$ cat src/rmts_pkg.sv
// Package: shared types and constants for the rate-monotonic thread scheduler.
package rmts_pkg;

    localparam int THREAD_SLOTS_DEF = 8;
    localparam int PERIOD_W         = 16;
    localparam logic [3:0] IDLE_THREAD = 4'd8;

    typedef enum logic [1:0] {
        CMD_CREATE   = 2'd0,
        CMD_ACTIVATE = 2'd1,
        CMD_SUSPEND  = 2'd2,
        CMD_DISPATCH = 2'd3
    } t_cmd;

    typedef enum logic [1:0] {
        STS_OK     = 2'd0,
        STS_FULL   = 2'd1,
        STS_UNUSED = 2'd2
    } t_status;

    typedef enum logic [1:0] {
        SLOT_UNUSED    = 2'd0,
        SLOT_ACTIVE    = 2'd1,
        SLOT_SUSPENDED = 2'd2
    } t_slot_st;

    typedef struct packed {
        t_cmd                  cmd;
        logic [2:0]            thread_id;
        logic [PERIOD_W-1:0]   period;
    } t_in_word;

    typedef struct packed {
        logic [2:0] new_slot;
        t_status    status;
        logic [3:0] next_thread;
    } t_out_word;

endpackage

$ cat src/rmts_period_mem.sv
// Period table: synchronous memory, one write and one registered read port.
module rmts_period_mem #(
    parameter int DEPTH = rmts_pkg::THREAD_SLOTS_DEF,
    parameter int AW    = $clog2(rmts_pkg::THREAD_SLOTS_DEF)
) (
    input  logic                          i_clk,
    input  logic                          i_we,
    input  logic [AW-1:0]                 i_waddr,
    input  logic [rmts_pkg::PERIOD_W-1:0] i_wdata,
    input  logic [AW-1:0]                 i_raddr,
    output logic [rmts_pkg::PERIOD_W-1:0] o_rdata
);

    logic [rmts_pkg::PERIOD_W-1:0] r_mem [DEPTH];
    logic [rmts_pkg::PERIOD_W-1:0] r_rdata;

    always_ff @(posedge i_clk) begin
        if (i_we) begin
            r_mem[i_waddr] <= i_wdata;
        end
        r_rdata <= r_mem[i_raddr];
    end

    assign o_rdata = r_rdata;

endmodule

$ cat src/rate_monotonic_thread_scheduler.sv
// Top level: rate-monotonic thread scheduler with command sequencer and priority scan.
// One command word in, one result word out. A command passes through the states
// EXEC, SCAN, LAST and DONE: EXEC updates the slot table, SCAN reads each slot in turn
// from the period memory, whose registered read adds a compare step (LAST covers the
// last slot's compare), and DONE loads the result register once it is free. The input
// is stalled from acceptance until the result is loaded, so a command is not taken
// before the previous one is through; a finished result waits in DONE while the
// output register is held. A new command is accepted while the previous result still
// waits downstream. The slot with the smallest period among active slots wins, lower
// slot on ties; with none active the result is 8, the idle thread.
module rate_monotonic_thread_scheduler #(
    parameter int THREAD_SLOTS = rmts_pkg::THREAD_SLOTS_DEF
) (
    input  logic                i_clk,
    input  logic                i_rst_n,
    input  logic                i_in_valid,
    output logic                o_in_stall,
    input  rmts_pkg::t_in_word  i_in_word,
    output logic                o_out_valid,
    input  logic                i_out_stall,
    output rmts_pkg::t_out_word o_out_word
);

    localparam int IW = $clog2(THREAD_SLOTS);
    localparam logic [IW-1:0] LAST_SLOT = IW'(THREAD_SLOTS - 1);

    typedef enum logic [4:0] {
        S_IDLE = 5'b00001,
        S_EXEC = 5'b00010,
        S_SCAN = 5'b00100,
        S_LAST = 5'b01000,
        S_DONE = 5'b10000
    } t_fsm;

    t_fsm                          r_fsm, n_fsm;
    rmts_pkg::t_slot_st            r_slot_st [THREAD_SLOTS];
    rmts_pkg::t_in_word            r_in;
    logic [IW-1:0]                 r_k;
    logic                          r_cmp_valid;
    logic [IW-1:0]                 r_cmp_k;
    logic                          r_found, n_found;
    logic [IW-1:0]                 r_best, n_best;
    logic [rmts_pkg::PERIOD_W-1:0] r_best_per, n_best_per;
    logic [2:0]                    r_new_slot;
    rmts_pkg::t_status             r_status;
    logic                          r_out_valid;
    rmts_pkg::t_out_word           r_out;

    logic                          free_found;
    logic [IW-1:0]                 free_idx;
    logic                          tid_ok;
    logic                          mem_we;
    logic [rmts_pkg::PERIOD_W-1:0] rd_per;
    logic                          have_best;
    logic                          out_free;
    logic                          in_acc;

    assign in_acc     = i_in_valid && (r_fsm == S_IDLE);
    assign o_in_stall = (r_fsm != S_IDLE);
    assign out_free   = !r_out_valid || !i_out_stall;

    always_comb begin
        free_found = 1'b0;
        free_idx   = '0;
        for (int k = 0; k < THREAD_SLOTS; k++) begin
            if (!free_found && r_slot_st[k] == rmts_pkg::SLOT_UNUSED) begin
                free_found = 1'b1;
                free_idx   = IW'(k);
            end
        end
    end

    assign tid_ok = (int'(r_in.thread_id) < THREAD_SLOTS) &&
                    (r_slot_st[IW'(r_in.thread_id)] != rmts_pkg::SLOT_UNUSED);

    assign mem_we = (r_fsm == S_EXEC) && (r_in.cmd == rmts_pkg::CMD_CREATE) && free_found;

    rmts_period_mem #(
        .DEPTH (THREAD_SLOTS),
        .AW    (IW)
    ) u_period_mem (
        .i_clk   (i_clk),
        .i_we    (mem_we),
        .i_waddr (free_idx),
        .i_wdata (r_in.period),
        .i_raddr (r_k),
        .o_rdata (rd_per)
    );

    // an index that aliases the idle code restarts the search, as the scan rule does
    assign have_best = r_found && (32'(r_best) != 32'd8);

    always_comb begin
        n_found    = r_found;
        n_best     = r_best;
        n_best_per = r_best_per;
        if (r_cmp_valid && r_slot_st[r_cmp_k] == rmts_pkg::SLOT_ACTIVE) begin
            if (!have_best || rd_per < r_best_per) begin
                n_found    = 1'b1;
                n_best     = r_cmp_k;
                n_best_per = rd_per;
            end
        end
        if (r_fsm == S_EXEC) begin
            n_found = 1'b0;
        end
    end

    always_comb begin
        n_fsm = r_fsm;
        unique case (r_fsm)
            S_IDLE: if (i_in_valid) n_fsm = S_EXEC;
            S_EXEC: n_fsm = S_SCAN;
            S_SCAN: if (r_k == LAST_SLOT) n_fsm = S_LAST;
            S_LAST: n_fsm = S_DONE;
            S_DONE: if (out_free) n_fsm = S_IDLE;
            default: n_fsm = S_IDLE;
        endcase
    end

    always_ff @(posedge i_clk) begin
        if (!i_rst_n) begin
            r_fsm       <= S_IDLE;
            r_cmp_valid <= 1'b0;
            r_out_valid <= 1'b0;
            for (int k = 0; k < THREAD_SLOTS; k++) begin
                r_slot_st[k] <= rmts_pkg::SLOT_UNUSED;
            end
        end else begin
            r_fsm       <= n_fsm;
            r_cmp_valid <= (r_fsm == S_SCAN);
            if (r_fsm == S_EXEC) begin
                unique case (r_in.cmd)
                    rmts_pkg::CMD_CREATE: begin
                        if (free_found) r_slot_st[free_idx] <= rmts_pkg::SLOT_ACTIVE;
                    end
                    rmts_pkg::CMD_ACTIVATE: begin
                        if (tid_ok) r_slot_st[IW'(r_in.thread_id)] <= rmts_pkg::SLOT_ACTIVE;
                    end
                    rmts_pkg::CMD_SUSPEND: begin
                        if (tid_ok) begin
                            r_slot_st[IW'(r_in.thread_id)] <= rmts_pkg::SLOT_SUSPENDED;
                        end
                    end
                    rmts_pkg::CMD_DISPATCH: ;
                    default: ;
                endcase
            end
            if (r_fsm == S_DONE && out_free) begin
                r_out_valid <= 1'b1;
            end else if (!i_out_stall) begin
                r_out_valid <= 1'b0;
            end
        end
    end

    always_ff @(posedge i_clk) begin
        if (in_acc) begin
            r_in <= i_in_word;
        end
        r_cmp_k    <= r_k;
        r_found    <= n_found;
        r_best     <= n_best;
        r_best_per <= n_best_per;
        if (r_fsm == S_EXEC) begin
            r_k <= '0;
            unique case (r_in.cmd)
                rmts_pkg::CMD_CREATE: begin
                    r_new_slot <= free_found ? 3'(free_idx) : 3'd0;
                    r_status   <= free_found ? rmts_pkg::STS_OK : rmts_pkg::STS_FULL;
                end
                rmts_pkg::CMD_ACTIVATE, rmts_pkg::CMD_SUSPEND: begin
                    r_new_slot <= '0;
                    r_status   <= tid_ok ? rmts_pkg::STS_OK : rmts_pkg::STS_UNUSED;
                end
                rmts_pkg::CMD_DISPATCH: begin
                    r_new_slot <= '0;
                    r_status   <= rmts_pkg::STS_OK;
                end
                default: begin
                    r_new_slot <= '0;
                    r_status   <= rmts_pkg::STS_OK;
                end
            endcase
        end else if (r_fsm == S_SCAN) begin
            r_k <= r_k + 1'b1;
        end
        if (r_fsm == S_DONE && out_free) begin
            r_out.new_slot    <= r_new_slot;
            r_out.status      <= r_status;
            r_out.next_thread <= r_found ? 4'(r_best) : rmts_pkg::IDLE_THREAD;
        end
    end

    assign o_out_valid = r_out_valid;
    assign o_out_word  = r_out;

endmodule
$ cat config.mk
export PLATFORM = sky130hd
export DESIGN_NAME = rate_monotonic_thread_scheduler
export DESIGN_NICKNAME = d
export VERILOG_FILES = /design/src/rmts_pkg.sv /design/src/rmts_period_mem.sv /design/src/rate_monotonic_thread_scheduler.sv
export SDC_FILE = /design/constraint.sdc
export NUM_CORES = 1
export LEC_CHECK = 0
export BUFFER_PORTS_ARGS = -buffer_cell sky130_fd_sc_hd__buf_4
export CAP_MARGIN = 0
export CORE_ASPECT_RATIO = 0.6
export CORE_MARGIN = 5
export CORE_UTILIZATION = 35
export CTS_CLUSTER_SIZE = 40
export DETAILED_ROUTE_END_ITERATION = 8
export PLACE_DENSITY = 0.56
export SLEW_MARGIN = 20
export SYNTH_ARGS = -nofsm -noshare
export SYNTH_HDL_FRONTEND = slang
export SYNTH_SLANG_ARGS = --single-unit
$ cat constraint.sdc
create_clock -name i_clk -period 3.5 [get_ports i_clk]
set_input_delay 0.175 -clock i_clk [delete_from_list [all_inputs] [get_ports i_clk]]
set_output_delay 0.175 -clock i_clk [all_outputs]
set_load 0.01 [all_outputs]
; ---- Yosys cells after proc, flatten, opt, wreduce, memory -nomap -nowiden
; Memory sizes are Yosys's and may differ from the RTL's. A register that Yosys moved wholly into a read port is not among the register bits.
; Cells that the tools add are included.
[op_classes]
addsub = 1
eq_ne = 15
reduce_logical = 40
order_cmp = 1
bitwise = 1
muxes = 52
[op_table]
columns = cell, n
row1 = 1-bit two-way mux, 31
row2 = 3-bit two-way mux, 9
row3 = 5-bit case mux with 5 select lines, 1
row4 = 2-bit zero test, 9
row5 = 16-bit < comparator, 1
row6 = 5-bit two-way mux, 3
row7 = 1-bit logical AND, 12
row8 = 1-bit zero test, 10
row9 = 2-bit two-way mux, 5
row10 = 2-bit inequality test (second input constant), 3
row11 = 2-bit case mux with 3 select lines, 1
row12 = 3-bit case mux with 2 select lines, 1
row13 = 2-bit OR reduction, 3
row14 = 5-bit by 1-bit == test with 1-bit output (second input constant), 1
row15 = 5-bit by 2-bit == test with 1-bit output (second input constant), 1
row16 = 5-bit by 3-bit == test with 1-bit output (second input constant), 1
row17 = 5-bit by 4-bit == test with 1-bit output (second input constant), 1
row18 = 5-bit == test (second input constant), 1
row19 = 5-bit by 1-bit inequality test with 1-bit output (second input constant), 1
row20 = 2-bit by 1-bit == test with 1-bit output (second input constant), 2
row21 = 2-bit == test (second input constant), 2
row22 = 4-bit two-way mux, 1
row23 = 3-bit by 1-bit adder with 3-bit output (second input constant), 1
row24 = 3-bit == test (second input constant), 1
row25 = 7 further kinds, 8
[totals]
ramBits = 144
regBits = 68
elab_cells = 129
output_inout_bits = 11
in_bits = 25
mem_count = 2
[memory_table]
columns = name, words, word_bits, read_ports, rd_clocked_by_memory_dff, wr, line_no
row1 = u_period_mem.r_mem, 8, 16, 1, 1, 1, rmts_period_mem.sv:14  ; logic [rmts_pkg::PERIOD_W-1:0] r_mem [DEPTH];
row2 = r_slot_st, 8, 2, 10, 2, 8, rate_monotonic_thread_scheduler.sv:36  ; rmts_pkg::t_slot_st r_slot_st [THREAD_SLOTS];

; ---- Depth between registers and ports, before layout
; An unclocked memory read counts as a cell.
[depth]
word_depth = 32
mapped_depth = 7
depth_no_buf = 7

; ---- Cells and area by module
; Synthesis repeated with hierarchy kept, for this count alone.
[hier_totals]
cells_unflattened = 526
hier_area_um2 = 9190.1
[modules_own_cells]
columns = mod, instances, seq_area_each_um2, cells_each, area_per_inst_um2
row1 = rmts_period_mem, 1, 4164.0, 214, 5293.8
row2 = rate_monotonic_thread_scheduler, 1, 2442.3, 312, 3896.2

; ---- Worst setup path after synthesis
; OpenSTA, ideal clock, no wires.
[synth_timing]
path_kind = reg2reg
from = memory r_slot_st[0][1] (netlist bit)
to = register r_best[0], enable pin
required_ps = 3075
setup_slack_ps = 475
n_path_buf = 0
arrival_ps = 2601
setup_time_ps = 425
stages_incl_launch_ff = 7
cell_sequence = edfxtp_1 > nor3b_1 > a311oi_1 > a211oi_1 > o21ai_0 > o21bai_1 > a211oi_1
[synth_rtl]
columns = element, line_no
row1 = start: declaration, rate_monotonic_thread_scheduler.sv:36
row2 = end signal: assignment, rate_monotonic_thread_scheduler.sv:163  ; r_best <= n_best;
row3 = end: declaration, rate_monotonic_thread_scheduler.sv:42  ; logic [IW-1:0] r_best, n_best;

==> key figures <==
Critical path
  – Critical Path Slowest Stage Cell: o31ai_1
  – Worst-path fanout max: 12
  – R2R depth: 6
  – Crit end category: flip-flop
  – FF-to-FF Start: r_slot_st[0][1]
  – Worst R2R End: r_slot_st[0][0]
  – Critical Path AT: 2.87 ns
  – Critical Path RT: 3.64 ns
  – WS Path Type: reg2reg
  – Flop-to-flop setup slack: 0.77 ns
  – Crit path cell chain: nor2_1, mux4_2, mux2i_4, nand2_2, a21o_1, o31ai_1
  – CP max stage delay: 0.56 ns
  – Critical Path Source Type: flip-flop

Floorplan
  – Cell Rows: 45
  – Die boundary height: 135 µm
  – Top Ports: 36
  – Initial Util: 0.358
  – Die Width: 218 µm
  – Die area: 29500 µm²
  – Core box area: 25400 µm²

Synthesis
  – Avg Inst Size Synth: 17.2 µm²
  – Yosys reg bits: 231
  – Post-Synth Simple-Gate Area: 0.0629
  – Most common cell in the netlist: edfxtp_1
  – Post-Syn Area: 9110 µm²
  – Area fraction of the dominant cell type after synthesis: 0.653
  – Ys flop type: edfxtp_1
  – Synth area leaders: edfxtp_1, mux4_2, dfxtp_1, ha_1, mux2_2
  – XOR/XNOR share of the synthesized area: 0.00192
  – Synth async-reset ratio: 0
  – Post-Syn Nets: 576
  – Largest family of logic cells by synthesized area: multiplexers
  – Commonest cells in the netlist: edfxtp_1, nor2_1, mux4_2, dfxtp_1, inv_1
  – Compound-Gate Fraction of Synth Area: 0.0494
  – Ys Warns: 0
  – Number of flops mapped to enable cells by yosys: 198
  – Cell count after synthesis: 530
  – Yosys top cell by area: edfxtp_1
  – Cell variety after synth: 59
  – Adder-Cell Fraction of Synth Area: 0.0288
  – Mux cell area share after synthesis: 0.114
  – Seq/Total Area, Yosys: 0.725

STA
  – Setup tns final: 0 ns
  – RSZ-0062 raised after global routing: no
  – Slew HR: 0.285
  – Fin crit share: 0.781
  – Clock Skew: 0.0167 ns
  – Final number of max-transition violations: 0
  – Post-layout minimum cycle time: 2.73 ns
  – Setup violations, final: 0
  – Peak Freq: 366 MHz
  – Final Hold Fails: 0
  – Worst slew pin tran: 1.07 ns

Clock tree
  – CTS Buf Count: 22
  – H-tree depth: 1
  – CTS sink cnt: 231
  – Later-pin clock latency in the skew report: 0.51 ns
  – CTS-repair resized insts: 0
  – CTS tree: built
  – CTS Root Cell: clkbuf_16
  – CTS max path bufs: 3
  – Clk slew on worst S/H paths: 0.07 ns

Global route
  – Global-route wire length before repair: 29500 µm
  – Initial antenna violation count: 1
  – Largest net degree at the start of global routing: 35
  – GRT Overall Usage: 0.132
  – Remaining global-route overflow: 0
  – Number of global-route vias before repair: 4815

Layout
  – Footprint of the multi-input gates: 2350 µm²
  – Net count of the finished layout: 659
  – Layout area overhead: 18.3%
  – Final antenna diode count: 0
  – Ratio of cells with drive above 1 in the final layout: 0.240
  – Fill cells: 2283
  – Storage cell area: 6610 µm²
  – Final core occ: 0.424
  – Fin area: 10800 µm²

Power and ir drop
  – Power Density: 625 nW/µm²
  – Static leakage: 3.71 nW
  – Net Switching: 1.74 mW
  – Net Sw Frac: 0.259
  – Int Pwr: 4.99 mW
  – Worst VDD drop: 0.000377 V
  – Register share of total power: 0.530
  – Combinational share of power: 0.137
  – Power share of the clock group: 0.334

Worst hold path
  – HP Class: in2reg
  – Hold EP: r_fsm[4]
  – Hold path start: i_rst_n
  – Hold path depth: 3

Route
  – Initial DRC count: 368
  – Detailed Routing Iterations Pass 1: 5
  – Vias per cell: 4.94
  – Drt total wl: 19300 µm
  – Drt drc: 0
  – Routed wire length per instance: 19.7 µm
  – ANT nets after route: 0
  – Vias: 4850

Job
  – Max_cap viols: 0

Placement
  – DPL Wire Length: 12900 µm
  – Placed inst area: 9880 µm²
  – Placer Congestion: 0.887
  – Count of port buffers added during placement: 35

Outcome
  – Status: finished clean
[worst max path at each step]
stage                                from         endpoint  cells after the start
final                     r_slot_st[0][1]  r_slot_st[0][0]                      6
after global routing           r_cmp_k[0]    r_best_per[4]                      6
after CTS                 r_slot_st[6][1]   r_best_per[11]                      6
after detailed placement       r_cmp_k[0]    r_best_per[2]                      6
after global placement         r_cmp_k[0]    r_best_per[3]                      6
after floorplan           r_slot_st[0][1]        r_best[0]                      6
[repair_timing]
| item | in CTS | in global routing |
|---|---|---|
| hold buffers | 22 | 0 |
| hold endpoints to repair | 25 | 0 |
| buffers inserted | 0 | 0 |
[per-layer routing]
layer	routed length [µm]	global-route usage
met5	0	0
met4	380	0.0272
met3	1180	0.0276
met2	8130	0.190
met1	9620	0.207
[power groups by stage]
stage	combinational [mW]	clock (mW)	sequential [mW]
after floorplan	0.690	0	3.50
after global placement	0.882	0	3.60
after detailed placement	0.897	0	3.63
after CTS	0.921	2.30	3.57
after global routing	1.00	2.43	3.61
final	0.919	2.25	3.57
[registers in the layout, indices dropped and copies added (netlist names), 2 cells and up, named ones only]
signal / count
r_best: 3
r_best_per: 16
r_k: 3
r_cmp_k: 3
r_slot_st: 16
r_fsm: 5
o_out_word: 9
r_in: 21
u_period_mem.r_mem: 128
r_new_slot: 3
u_period_mem.o_rdata: 16
r_status: 2
[metrics by stage]
step | std cells | setup slack [ns] | total power [mW] | hold slack (ns)
2_1_floorplan | 530 | 0.475 | 4.19 | 0.274
3_3_place_gp | 919 | 0.696 | 4.49 | 0.354
3_5_place_dp | 919 | 0.737 | 4.53 | 0.355
4_1_cts | 981 | 0.699 | 6.80 | 0.0404
5_1_grt | 981 | 0.586 | 7.04 | 0.0708
6_report | 981 | 0.765 | 6.73 | 0.0715
[placed cells by master (no fill, tap or decap), types with 9 or more instances in the layout]
master         synthesis  routed
nor2_1                54      54
dlygate4sd3_1          0      22
mux2_2                19      19
edfxtp_1             198     198
o21ai_0                9       9
inv_1                 25      25
buf_4                  0      52
nand2_1               14      14
ha_1                  21      21
mux4_2                34      34
dfxtp_1               33      32
clkbuf_16              0      22
a21oi_1               13      13
[critical path, delay by kind of cell, from the launching register on]
family,cells,cell delay (ns)
mux,2,0.89
simple gates,2,0.28
compound gates,2,0.79
flops,1,0.40
[cell families (layout without fill, tap and decap cells)]
group / Yosys count / count (layout)
DFF: 231 / 231
and+or+nand+nor: 113 / 113
AOI/OAI and AO/OA: 66 / 66
muxes: 57 / 57
buffers and inverters: 40 / 139
adders and majority gates: 21 / 21
xor gates and xnor gates: 2 / 2
[layout make-up]
class	count	area share
repair buffers	74	0.0566
flip-flops and latches	231	0.613
multi-input cells	259	0.218
clock buffers	25	0.0521
clock inverters	15	0.0113
inverters	25	0.00870
well taps	352	0.0408
No activity file was read; power rests on OpenSTA's default activity.
